$ cat src/sv/tht_ram.sv
`timescale 1ns / 1ps

module tht_ram #(
	parameter int WIDTH = 8,
	parameter int DEPTH = 16
) (
	input  logic                     clk,
	input  logic                     we,
	input  logic [$clog2(DEPTH)-1:0] waddr,
	input  logic [WIDTH-1:0]         wdata,
	input  logic                     re,
	input  logic [$clog2(DEPTH)-1:0] raddr,
	output logic [WIDTH-1:0]         rdata
);

	logic [WIDTH-1:0] mem_q [DEPTH];
	logic [WIDTH-1:0] rdata_q;

	always_ff @(posedge clk) begin
		if (we) begin
			mem_q[waddr] <= wdata;
		end
		// hold read data between reads
		if (re) begin
			rdata_q <= mem_q[raddr];
		end
	end

	assign rdata = rdata_q;

endmodule

$ cat config.mk
export PLATFORM = sky130hd
export DESIGN_NAME = tht_ram
export DESIGN_NICKNAME = d
export VERILOG_FILES = /design/src/sv/tht_ram.sv
export SDC_FILE = /design/constraint.sdc
export NUM_CORES = 1
export LEC_CHECK = 0
export ABC_AREA = 1
export BUFFER_PORTS_ARGS = -buffer_cell sky130_fd_sc_hd__buf_2
export CAP_MARGIN = 20
export CORE_MARGIN = 8
export CORE_UTILIZATION = 25
export CTS_BUF_LIST = sky130_fd_sc_hd__clkbuf_16
export DETAILED_ROUTE_END_ITERATION = 8
export GPL_ROUTABILITY_DRIVEN = 0
export PLACE_DENSITY = 0.4
export SLEW_MARGIN = 25
export SYNTH_ARGS = -nofsm -noshare
export SYNTH_HDL_FRONTEND = slang
export SYNTH_SLANG_ARGS = --single-unit
$ cat constraint.sdc
create_clock -name clk -period 1.73 [get_ports clk]
set_input_delay 0.2595 -clock clk [delete_from_list [all_inputs] [get_ports clk]]
set_output_delay 0.2595 -clock clk [all_outputs]
set_load 0.01 [all_outputs]
==> impl_metrics.yaml <==
floorplanning:
  core_um2: 23200
  dieArea_um2: 28500
  io_pins: 27
  start_util: 0.252
  die_w_um: 169
  chipHeight_um: 169
  num_rows: 56
timing:
  hold_viol_final: 0
  skew_ns: 0.00501
  tightest_slew_ns: 0.642
  setup_viol: 0
  maxSlewHeadroom: 0.571
  whs_ns: 0.235
  period_needed_ns: 1.29
  rsz0062_at_grt: "false"
  tns_ns: 0
  drv_slew: 0
  period_share: 0.748
  fmax_mhz: 773
synth:
  syn_avg_cell_area_um2: 10.6
  ys_seq_area_frac: 0.698
  ys_types: 11
  yosysWarningCount: 0
  netlist_area_um2: 5850
  synth_seq_cells: 136
  syn-num-nets: 570
  synthCells: 551
  yosysTopAreaCell: "edfxtp_1"
  synthTopCellsByArea: "edfxtp_1, nand2_1, nand3_1"
  yosysTopAreaCellShare: 0.698
detailed_routing:
  antenna_violating_nets_post_route: 0
  post-route-drc-count: 0
  drtIter0Drc: 278
  wire_per_inst_um: 16.8
  viasPerCell: 4.09
  dr.pass1.iters: 4
  drt_wl_total_um: 15600
  num_vias: 3791
critical_path:
  rr_worst_depth: 6
  path_max_fanout: 1
  crit_arrival_ns: 1.03
  slowest_delay_ns: 0.44
  crit_path_end_kind: "primary output"
  crit_slowest_cell: "edfxtp_1"
  start_kind: "flip-flop"
  crit_cells: 1
  cp.buffers_inverters: 1
  crit_chain: "buf_2"
  path_delay_family: "flip-flops"
  cp_data_required_time_ns: 1.47
  path_class: "reg2out"
clock_tree:
  path_clk_slew_ns: 0.06
  cts_setup_buffers: 0
  cts_max_path_buffers: 2
  clock-sinks: 136
  cts_buffers: 17
  h-tree-depth: 4
  cts_root_buf: "clkbuf_16"
  cts_tree: "yes"
  insertion_delay_ns: 0.41
  ctsHoldBuffers: 0
  cts_resized: 0
pwr:
  powerDensity_nw_per_um2: 1110
  cellLeakagePower_uw: 0.00294
  switching_share: 0.215
  irDropWorstVdd_v: 0.000696
  power_frac_clock: 0.454
  comb_power_share: 0.061
  power_frac_seq: 0.485
  p_sw_uw: 1660
  p_total_uw: 7720
  internal_power_uw: 6060
cells_and_area:
  register_area_um2: 4080
  postLayoutCoreUtil: 0.301
  drive_gt1_frac: 0.127
  n_antenna_cell: 0
  area_growth_pct: 19.3
  fillers: 2414
  multi_input_area_um2: 1210
  nNetsFinal: 615
worst_hold_path:
  min_path_cells: 1
  hp-class: "in2reg"
grt:
  grt.total_usage: 0.114
  antenna_found_initial: 0
  grt_overflow_total: 0
  grt_pass1_vias: 3735
  grt_max_degree: 41
  grt_first_pass_wirelength_um: 23900
job:
  drv_cap: 0
placed_design:
  dp_hpwl_um: 9990
  portBuffers: 26
status:
  outcome: "complete, no violations"
[synth_stat cells, drive strengths merged]
cell and instances:
buf 24, nand2 173, nor2 17, edfxtp 136, nand3b 2, nand3 97
inv 102
[sequential cells by signal (all words and copies together), names as in the netlist]
register	count
rdata	8
mem_q	128
[layout by cell type (no fill, tap or decap)]
master     synthesis  routed
nor2_1            17      17
buf_12             0       2
clkinv_4           0       1
buf_2             13      26
nand2_1          173     173
inv_2              2       2
nand3b_1           2       2
clkinv_2           0       4
edfxtp_1         136     136
clkbuf_16          0      17
nand3_1           97      97
inv_1            100     100
buf_4              4      22
bufinv_16          0       3
clkinv_1           0       5
[metal layers]
metal | track usage | vias to the layer above | share of wire
met5 | 0 | - | 0
met4 | 0.0365 | 0 | 0.010
met3 | 0.0266 | 12 | 0.041
met2 | 0.172 | 80 | 0.46
met1 | 0.158 | 1830 | 0.49
li1 | - | 1869 | -
[power by group through the flow]
stage / Combinational (µW) / Sequential (µW) / Clock, µW
global route: 532 / 3740 / 3710
global placement: 485 / 3810 / 0
detailed placement: 485 / 3810 / 0
floorplan: 260 / 3810 / 0
CTS: 487 / 3740 / 3570
finish: 472 / 3740 / 3510
[layout make-up]
type,count,area share
inverters,102,0.0549
clock buffers,17,0.0610
flip-flops and latches,136,0.585
well taps,319,0.0572
multi-input cells,289,0.174
repair buffers,50,0.0481
clock inverters,13,0.0197
[stage by stage]
stage               cell area, µm²  std cells  setup WS, ns
finish                        6980        926         0.437
detailed placement            6410        896         0.125
global route                  6980        926         0.412
CTS                           6980        926         0.404
floorplan                     5850        551         0.520
global placement              6410        896         0.113
[final timing paths]
check | startpoint | endpoint | slack [ns]
worst min register to register | mem_q[12][2] | rdata[2] | 0.76
worst min-delay path | re | rdata[3] | 0.23
worst max register to register | mem_q[1][1] | rdata[1] | 0.57
worst max-delay path | rdata[2] | rdata[2] | 0.44
[cells by family after synthesis]
kind of cell	share of synthesized area
buf+inv	0.0939
flops	0.698
simple gates	0.208
Power figures use the tool's default switching activity.
