[src/sv/tht_pkg.sv]
`timescale 1ns / 1ps

package tht_pkg;

	localparam int SLOTS        = 1024;
	localparam int KIND_WIDTH   = 8;
	localparam int OBJECT_WIDTH = 48;

	localparam int IDX_W  = $clog2(SLOTS);
	// counts and handles run from 0 to SLOTS inclusive
	localparam int CNT_W  = $clog2(SLOTS + 1);
	localparam int CMD_W  = 2;
	localparam int STAT_W = 2;

	typedef logic [IDX_W-1:0]        idx_t;
	typedef logic [CNT_W-1:0]        cnt_t;
	typedef logic [KIND_WIDTH-1:0]   kind_t;
	typedef logic [OBJECT_WIDTH-1:0] obj_t;

	typedef enum logic [CMD_W-1:0] {
		CMD_CREATE  = 2'd0,
		CMD_ACQUIRE = 2'd1,
		CMD_RETIRE  = 2'd2
	} cmd_t;

	typedef enum logic [STAT_W-1:0] {
		STATUS_OK   = 2'd0,
		STATUS_NULL = 2'd1,
		STATUS_FULL = 2'd2,
		STATUS_BAD  = 2'd3
	} status_t;

	typedef enum logic {
		FSM_IDLE = 1'b0,
		FSM_EXEC = 1'b1
	} fsm_t;

	typedef struct packed {
		logic  alive;
		kind_t kind;
		obj_t  obj;
	} slot_entry_t;

	localparam int SLOT_W = $bits(slot_entry_t);

	typedef struct packed {
		logic        re;
		idx_t        raddr;
		logic        we;
		idx_t        waddr;
		slot_entry_t wdata;
	} slot_req_t;

	typedef struct packed {
		logic re;
		idx_t raddr;
		logic we;
		idx_t waddr;
		idx_t wdata;
	} free_req_t;

endpackage

[src/sv/tht_engine.sv]
`timescale 1ns / 1ps

module tht_engine (
	input  logic                         clk,
	input  logic                         arst_n,
	input  logic                         req_valid,
	output logic                         req_ready,
	input  logic [tht_pkg::CMD_W-1:0]    cmd,
	input  tht_pkg::cnt_t                handle,
	input  tht_pkg::kind_t               kind,
	input  tht_pkg::obj_t                object_ref,
	output logic                         rsp_valid,
	input  logic                         rsp_ready,
	output tht_pkg::cnt_t                new_handle,
	output tht_pkg::obj_t                found_object,
	output logic [tht_pkg::STAT_W-1:0]   status,
	output tht_pkg::slot_req_t           slot_req,
	input  tht_pkg::slot_entry_t         slot_rdata,
	output tht_pkg::free_req_t           free_req,
	input  tht_pkg::idx_t                free_rdata
);

	import tht_pkg::*;

	fsm_t    state_q, state_d;
	cnt_t    used_q, used_d;
	cnt_t    free_depth_q, free_depth_d;
	logic    rsp_valid_q, rsp_valid_d;
	cnt_t    new_handle_q, new_handle_d;
	obj_t    found_object_q, found_object_d;
	status_t status_q, status_d;

	cmd_t    cmd_s1;
	cnt_t    handle_s1;
	kind_t   kind_s1;
	obj_t    obj_s1;

	logic    accept;
	logic    exec_fire;
	logic    hit;
	cnt_t    hidx_full;
	cnt_t    depth_m1;
	idx_t    handle_m1;
	idx_t    new_idx;

	assign req_ready = (state_q == FSM_IDLE);
	assign accept    = req_valid && req_ready;
	// advance out of EXEC only when the output register can take the beat
	assign exec_fire = (state_q == FSM_EXEC) && (!rsp_valid_q || rsp_ready);

	assign handle_m1 = handle[IDX_W-1:0] - IDX_W'(1);
	assign depth_m1  = free_depth_q - CNT_W'(1);
	assign hidx_full = handle_s1 - CNT_W'(1);
	assign hit = (handle_s1 != '0) && (hidx_full < used_q) &&
	             slot_rdata.alive && (slot_rdata.kind == kind_s1);

	always_comb begin
		state_d = state_q;
		case (state_q)
			FSM_IDLE: begin
				if (accept) begin
					state_d = FSM_EXEC;
				end
			end
			FSM_EXEC: begin
				if (exec_fire) begin
					state_d = FSM_IDLE;
				end
			end
			default: state_d = FSM_IDLE;
		endcase
	end

	always_comb begin
		slot_req       = '0;
		free_req       = '0;
		used_d         = used_q;
		free_depth_d   = free_depth_q;
		new_handle_d   = new_handle_q;
		found_object_d = found_object_q;
		status_d       = status_q;
		rsp_valid_d    = rsp_valid_q && !rsp_ready;
		new_idx        = '0;

		// launch both reads with the accepted beat
		slot_req.re    = accept;
		slot_req.raddr = handle_m1;
		free_req.re    = accept;
		free_req.raddr = depth_m1[IDX_W-1:0];

		if (exec_fire) begin
			rsp_valid_d    = 1'b1;
			new_handle_d   = '0;
			found_object_d = '0;
			status_d       = STATUS_BAD;
			case (cmd_s1)
				CMD_CREATE: begin
					if (obj_s1 == '0) begin
						status_d = STATUS_NULL;
					end else if (free_depth_q != '0 || used_q < CNT_W'(SLOTS)) begin
						if (free_depth_q != '0) begin
							new_idx      = free_rdata;
							free_depth_d = depth_m1;
						end else begin
							new_idx = used_q[IDX_W-1:0];
							used_d  = used_q + CNT_W'(1);
						end
						slot_req.we          = 1'b1;
						slot_req.waddr       = new_idx;
						slot_req.wdata.alive = 1'b1;
						slot_req.wdata.kind  = kind_s1;
						slot_req.wdata.obj   = obj_s1;
						new_handle_d = CNT_W'(new_idx) + CNT_W'(1);
						status_d     = STATUS_OK;
					end else begin
						status_d = STATUS_FULL;
					end
				end
				CMD_ACQUIRE, CMD_RETIRE: begin
					if (hit) begin
						found_object_d = slot_rdata.obj;
						status_d       = STATUS_OK;
						if (cmd_s1 == CMD_RETIRE) begin
							slot_req.we    = 1'b1;
							slot_req.waddr = hidx_full[IDX_W-1:0];
							slot_req.wdata = '0;
							if (free_depth_q < CNT_W'(SLOTS)) begin
								free_req.we    = 1'b1;
								free_req.waddr = free_depth_q[IDX_W-1:0];
								free_req.wdata = hidx_full[IDX_W-1:0];
								free_depth_d   = free_depth_q + CNT_W'(1);
							end
						end
					end
				end
				default: status_d = STATUS_BAD;
			endcase
		end
	end

	always_ff @(posedge clk or negedge arst_n) begin
		if (!arst_n) begin
			state_q      <= FSM_IDLE;
			used_q       <= '0;
			free_depth_q <= '0;
			rsp_valid_q  <= 1'b0;
		end else begin
			state_q      <= state_d;
			used_q       <= used_d;
			free_depth_q <= free_depth_d;
			rsp_valid_q  <= rsp_valid_d;
		end
	end

	always_ff @(posedge clk) begin
		if (accept) begin
			cmd_s1    <= cmd_t'(cmd);
			handle_s1 <= handle;
			kind_s1   <= kind;
			obj_s1    <= object_ref;
		end
		new_handle_q   <= new_handle_d;
		found_object_q <= found_object_d;
		status_q       <= status_d;
	end

	assign rsp_valid    = rsp_valid_q;
	assign new_handle   = new_handle_q;
	assign found_object = found_object_q;
	assign status       = status_q;

`ifndef SYNTHESIS
	a_used_bound: assert property (@(posedge clk) disable iff (!arst_n)
		used_q <= CNT_W'(SLOTS))
		else $error("used slot count beyond capacity");

	a_free_bound: assert property (@(posedge clk) disable iff (!arst_n)
		free_depth_q <= used_q)
		else $error("free stack deeper than used slots");

	a_accept_exec: assert property (@(posedge clk) disable iff (!arst_n)
		accept |=> state_q == FSM_EXEC)
		else $error("accepted beat did not enter execute");

	a_no_rw_clash: assert property (@(posedge clk) disable iff (!arst_n)
		(slot_req.we || free_req.we) |-> (state_q == FSM_EXEC) && !accept)
		else $error("memory write outside execute or alongside a read");

	a_fail_no_obj: assert property (@(posedge clk) disable iff (!arst_n)
		(rsp_valid_q && status_q != STATUS_OK) |-> found_object_q == '0
		&& new_handle_q == '0)
		else $error("failed result carries a handle or object");
`endif

endmodule

[config.mk]
export PLATFORM = sky130hd
export DESIGN_NAME = tht_engine
export DESIGN_NICKNAME = d
export VERILOG_FILES = /design/src/sv/tht_pkg.sv /design/src/sv/tht_engine.sv
export SDC_FILE = /design/constraint.sdc
export NUM_CORES = 1
export LEC_CHECK = 0
export ABC_AREA = 1
export BUFFER_PORTS_ARGS = -buffer_cell sky130_fd_sc_hd__buf_4
export CORE_ASPECT_RATIO = 0.75
export CORE_UTILIZATION = 50
export DETAILED_ROUTE_END_ITERATION = 12
export PLACE_DENSITY = 0.77
export SLEW_MARGIN = 20
export SYNTH_ARGS = -nofsm -noshare
export SYNTH_HDL_FRONTEND = slang
export SYNTH_SLANG_ARGS = --single-unit
[constraint.sdc]
create_clock -name clk -period 8.4 [get_ports clk]
set_clock_uncertainty 0.2 [all_clocks]
set_input_delay 1.68 -clock clk [delete_from_list [all_inputs] [get_ports clk]]
set_output_delay 1.68 -clock clk [all_outputs]
set_load 0.02 [all_outputs]
==> impl_metrics.tcl <==
set metrics [dict create \
    reg2reg_depth 18 \
    first_pass_iters 6 \
    ys_ff_latch 154 \
    syn_inst 927 \
    drc 0 \
    rows 40 \
    ctsHoldBuffers 0 \
    start_kind "register" \
    async_flop_share_pct 15.6 \
    power_density_nw_per_um2 238 \
    dp_hpwl_um 17000 \
    grt_pass1_wl_um 34200 \
    rr_startpoint "handle_s1[0]" \
    port_buffers 313 \
    die_y_um 113 \
    clkTransAtPathRegs_ns 0.06 \
    crit_slowest_cell "nand3_1" \
    worst_hold_path_type "reg2reg" \
    intPower_w 0.00168 \
    clock_path_buffers 2 \
    fmax_mhz 152 \
    synth_cell_types 38 \
    ys_top_cells_by_area "edfxtp_1, nor2_1, inv_1, nand2_1, dfrtp_1" \
    ios 314 \
    setup_tns_ns 0 \
    avgSynthCellArea_um2 8.89 \
    p_comb_share_pct 34.1 \
    n_antenna_cell 0 \
    numCtsBuffers 17 \
    rsz0062_at_grt "false" \
    worstPathCellList "inv_1, ha_1, nand3_1, nor3_2, nand3_1, nand2_1, ha_1, nand2_1, o21a_1, nand2_1, nor2_1, nand2_1, nor2_1, nand2_1, nor2_2, nand3_1, nor2_1, buf_4" \
    arrival_ns 4.71 \
    drtIter0Drc 594 \
    worst_r2r_endpoint "found_object[4]" \
    synth_top_cell_area_share_pct 47.4 \
    cp_top_family "simple AND/OR/NAND/NOR gates" \
    layout_min_cycle_time_ns 6.59 \
    worst_pin_slew_ns 1.10 \
    worstSetupPathType "reg2out" \
    fin_nets 1394 \
    synth_area_leader_cell "edfxtp_1" \
    hold_end "used_q[8]" \
    post_dp_cell_area_um2 10700 \
    core_um2 16100 \
    post-cts-setup-buffer-count 0 \
    synthesis.area_um2 8240 \
    die_area_um2 17000 \
    hold_violations 0 \
    report.power.total_w 0.00268 \
    syn_nets 1087 \
    holdWs_ns 0.291 \
    vias 7119 \
    grt_usage_pct 26.8 \
    setup_viol 0 \
    synth_edf_count 130 \
    antenna_found_initial 0 \
    htreeDepth 4 \
    post_drt_wl_per_cell_um 15.2 \
    pwr-share-clk_pct 27.7 \
    slew_violations 0 \
    netSwitchingPower_w 0.000994 \
    switching_share_pct 37.1 \
    die_width_um 150 \
    postRouteAntennaNets 0 \
    vdd_drop_max_mv 0.169 \
    p_leak_nw 5.64 \
    path_buf_inv 2 \
    synth_warnings 0 \
    grt_max_degree 72 \
    critPathMaxFanout 21 \
    synth_ff_type "edfxtp_1" \
    routed_via_density 4.89 \
    wirelength_um 22100 \
    crit_top_cell "nand2_1" \
    fin_area_um2 11200 \
    maxSlewHeadroom_pct 26.6 \
    area_delta_synth_final_pct 36.4 \
    grt.overflow.total 0 \
    outcome "finished clean" \
    drv_cap 0 \
    grt_pass1_vias 6633 \
    period_share_pct 78.4 \
    tritoncts "done" \
    drive_gt1_share_pct 30.3 \
    hold_path_depth 2 \
    hp-start "used_q[8]" \
    start_util_pct 51.3 \
    r2r_setup_slack_ns 4.54 \
    power_frac_seq_pct 38.2 \
    cts-root-buf "clkbuf_16" \
    final_common_cell "buf_4" \
    critPathMaxStageDelay_ns 0.90 \
    worst_setup_path_end_kind "output port" \
    final_cell_mix "buf_4, nor2_1, inv_1, nand2_1, edfxtp_1" \
    insertion_delay_ns 0.43 \
    cp.required_ns 6.52 \
    cts.repair.resized 0 \
    cts.sinks 154 \
    place.gp.congestion 0.901 \
    ys_seq_area_share_pct 54.7 \
]
==> metrics by stage <==
stage	setup WS (ns)	instances	util, %
after floorplan	3.05	927	-
after global placement	2.40	1425	66.5
after detailed placement	2.23	1425	66.5
after CTS	1.83	1456	70.0
after global routing	1.48	1456	70.0
final	1.81	1456	70.0
==> final cells by class <==
| class | instances | area, um^2 |
|---|---|---|
| clock buffer | 18 | 429 |
| clock inverter | 13 | 136 |
| fill | 1220 | 4820 |
| inverter | 178 | 671 |
| multi-input combinational | 567 | 2870 |
| sequential | 154 | 4500 |
| tap | 210 | 263 |
| timing repair buffer | 316 | 2370 |
==> power groups by stage <==
stage / Sequential (W) / Clock, W / Combinational [W]
finish: 0.00102 / 0.000742 / 0.000913
global route: 0.00104 / 0.000790 / 0.00100
CTS: 0.00102 / 0.000754 / 0.000907
detailed placement: 0.00104 / 0 / 0.000903
global placement: 0.00103 / 0 / 0.000890
floorplan: 0.00106 / 0 / 0.000567
==> how the worst max path moves through the flow <==
stage | from | endpoint | slack (ns) | cells past startpoint
global route | handle_s1[0] | free_req[16] | 1.48 | 18
finish | handle_s1[0] | free_req[16] | 1.81 | 18
global placement | slot_rdata[52] | free_req[0] | 2.40 | 11
detailed placement | slot_rdata[52] | free_req[16] | 2.23 | 11
floorplan | req_valid | free_req[31] | 3.05 | 3
CTS | handle_s1[0] | free_req[16] | 1.83 | 18
==> state kept, by name, summed over array words and instances, names as in the netlist <==
name          flops
kind_s1           8
state_q           1
status            2
free_depth_q     11
used_q           11
cmd_s1            2
found_object     48
rsp_valid         1
obj_s1           48
new_handle       11
handle_s1        11
==> cells in the mapped netlist (all sizes together) (6+ instances only) <==
library cell,instances
nor3,19
nand2,169
nand4,20
edfxtp,130
nand3,52
ha,20
inv,176
a21oi,12
clkbuf,6
buf,22
xnor2,11
o21ai,21
dfrtp,24
xor2,28
nor2,206
==> per-layer routing <==
metal  wire, um  part of all wire (%)  up-vias  GRT usage (%)
met5          0                     0        -              0
met4        556                   2.5        0           10.6
met3       1510                   6.8       37           7.26
met2      10400                    47      275           41.0
met1       9700                    44     3273           36.2
li1           -                     -     3534              -
==> cells by family (layout without fill, tap and decap cells) <==
kind of cell,Yosys count,after routing,share of synthesized area [%]
AO/OA/AOI/OAI,38,38,2.76
XOR/XNOR,39,39,4.15
adder cells (fa/ha/maj),20,20,3.04
buffers and inverters,206,525,10.5
flip-flops,154,154,54.7
AND/OR/NAND/NOR,470,470,24.8
==> worst min-delay path, cell delays in order (launching register included) <==
cell,delay [ns]
dfrtp_1,0.34
nand2_1,0.05
o21ai_0,0.06
(Power assumes the default switching activity.)
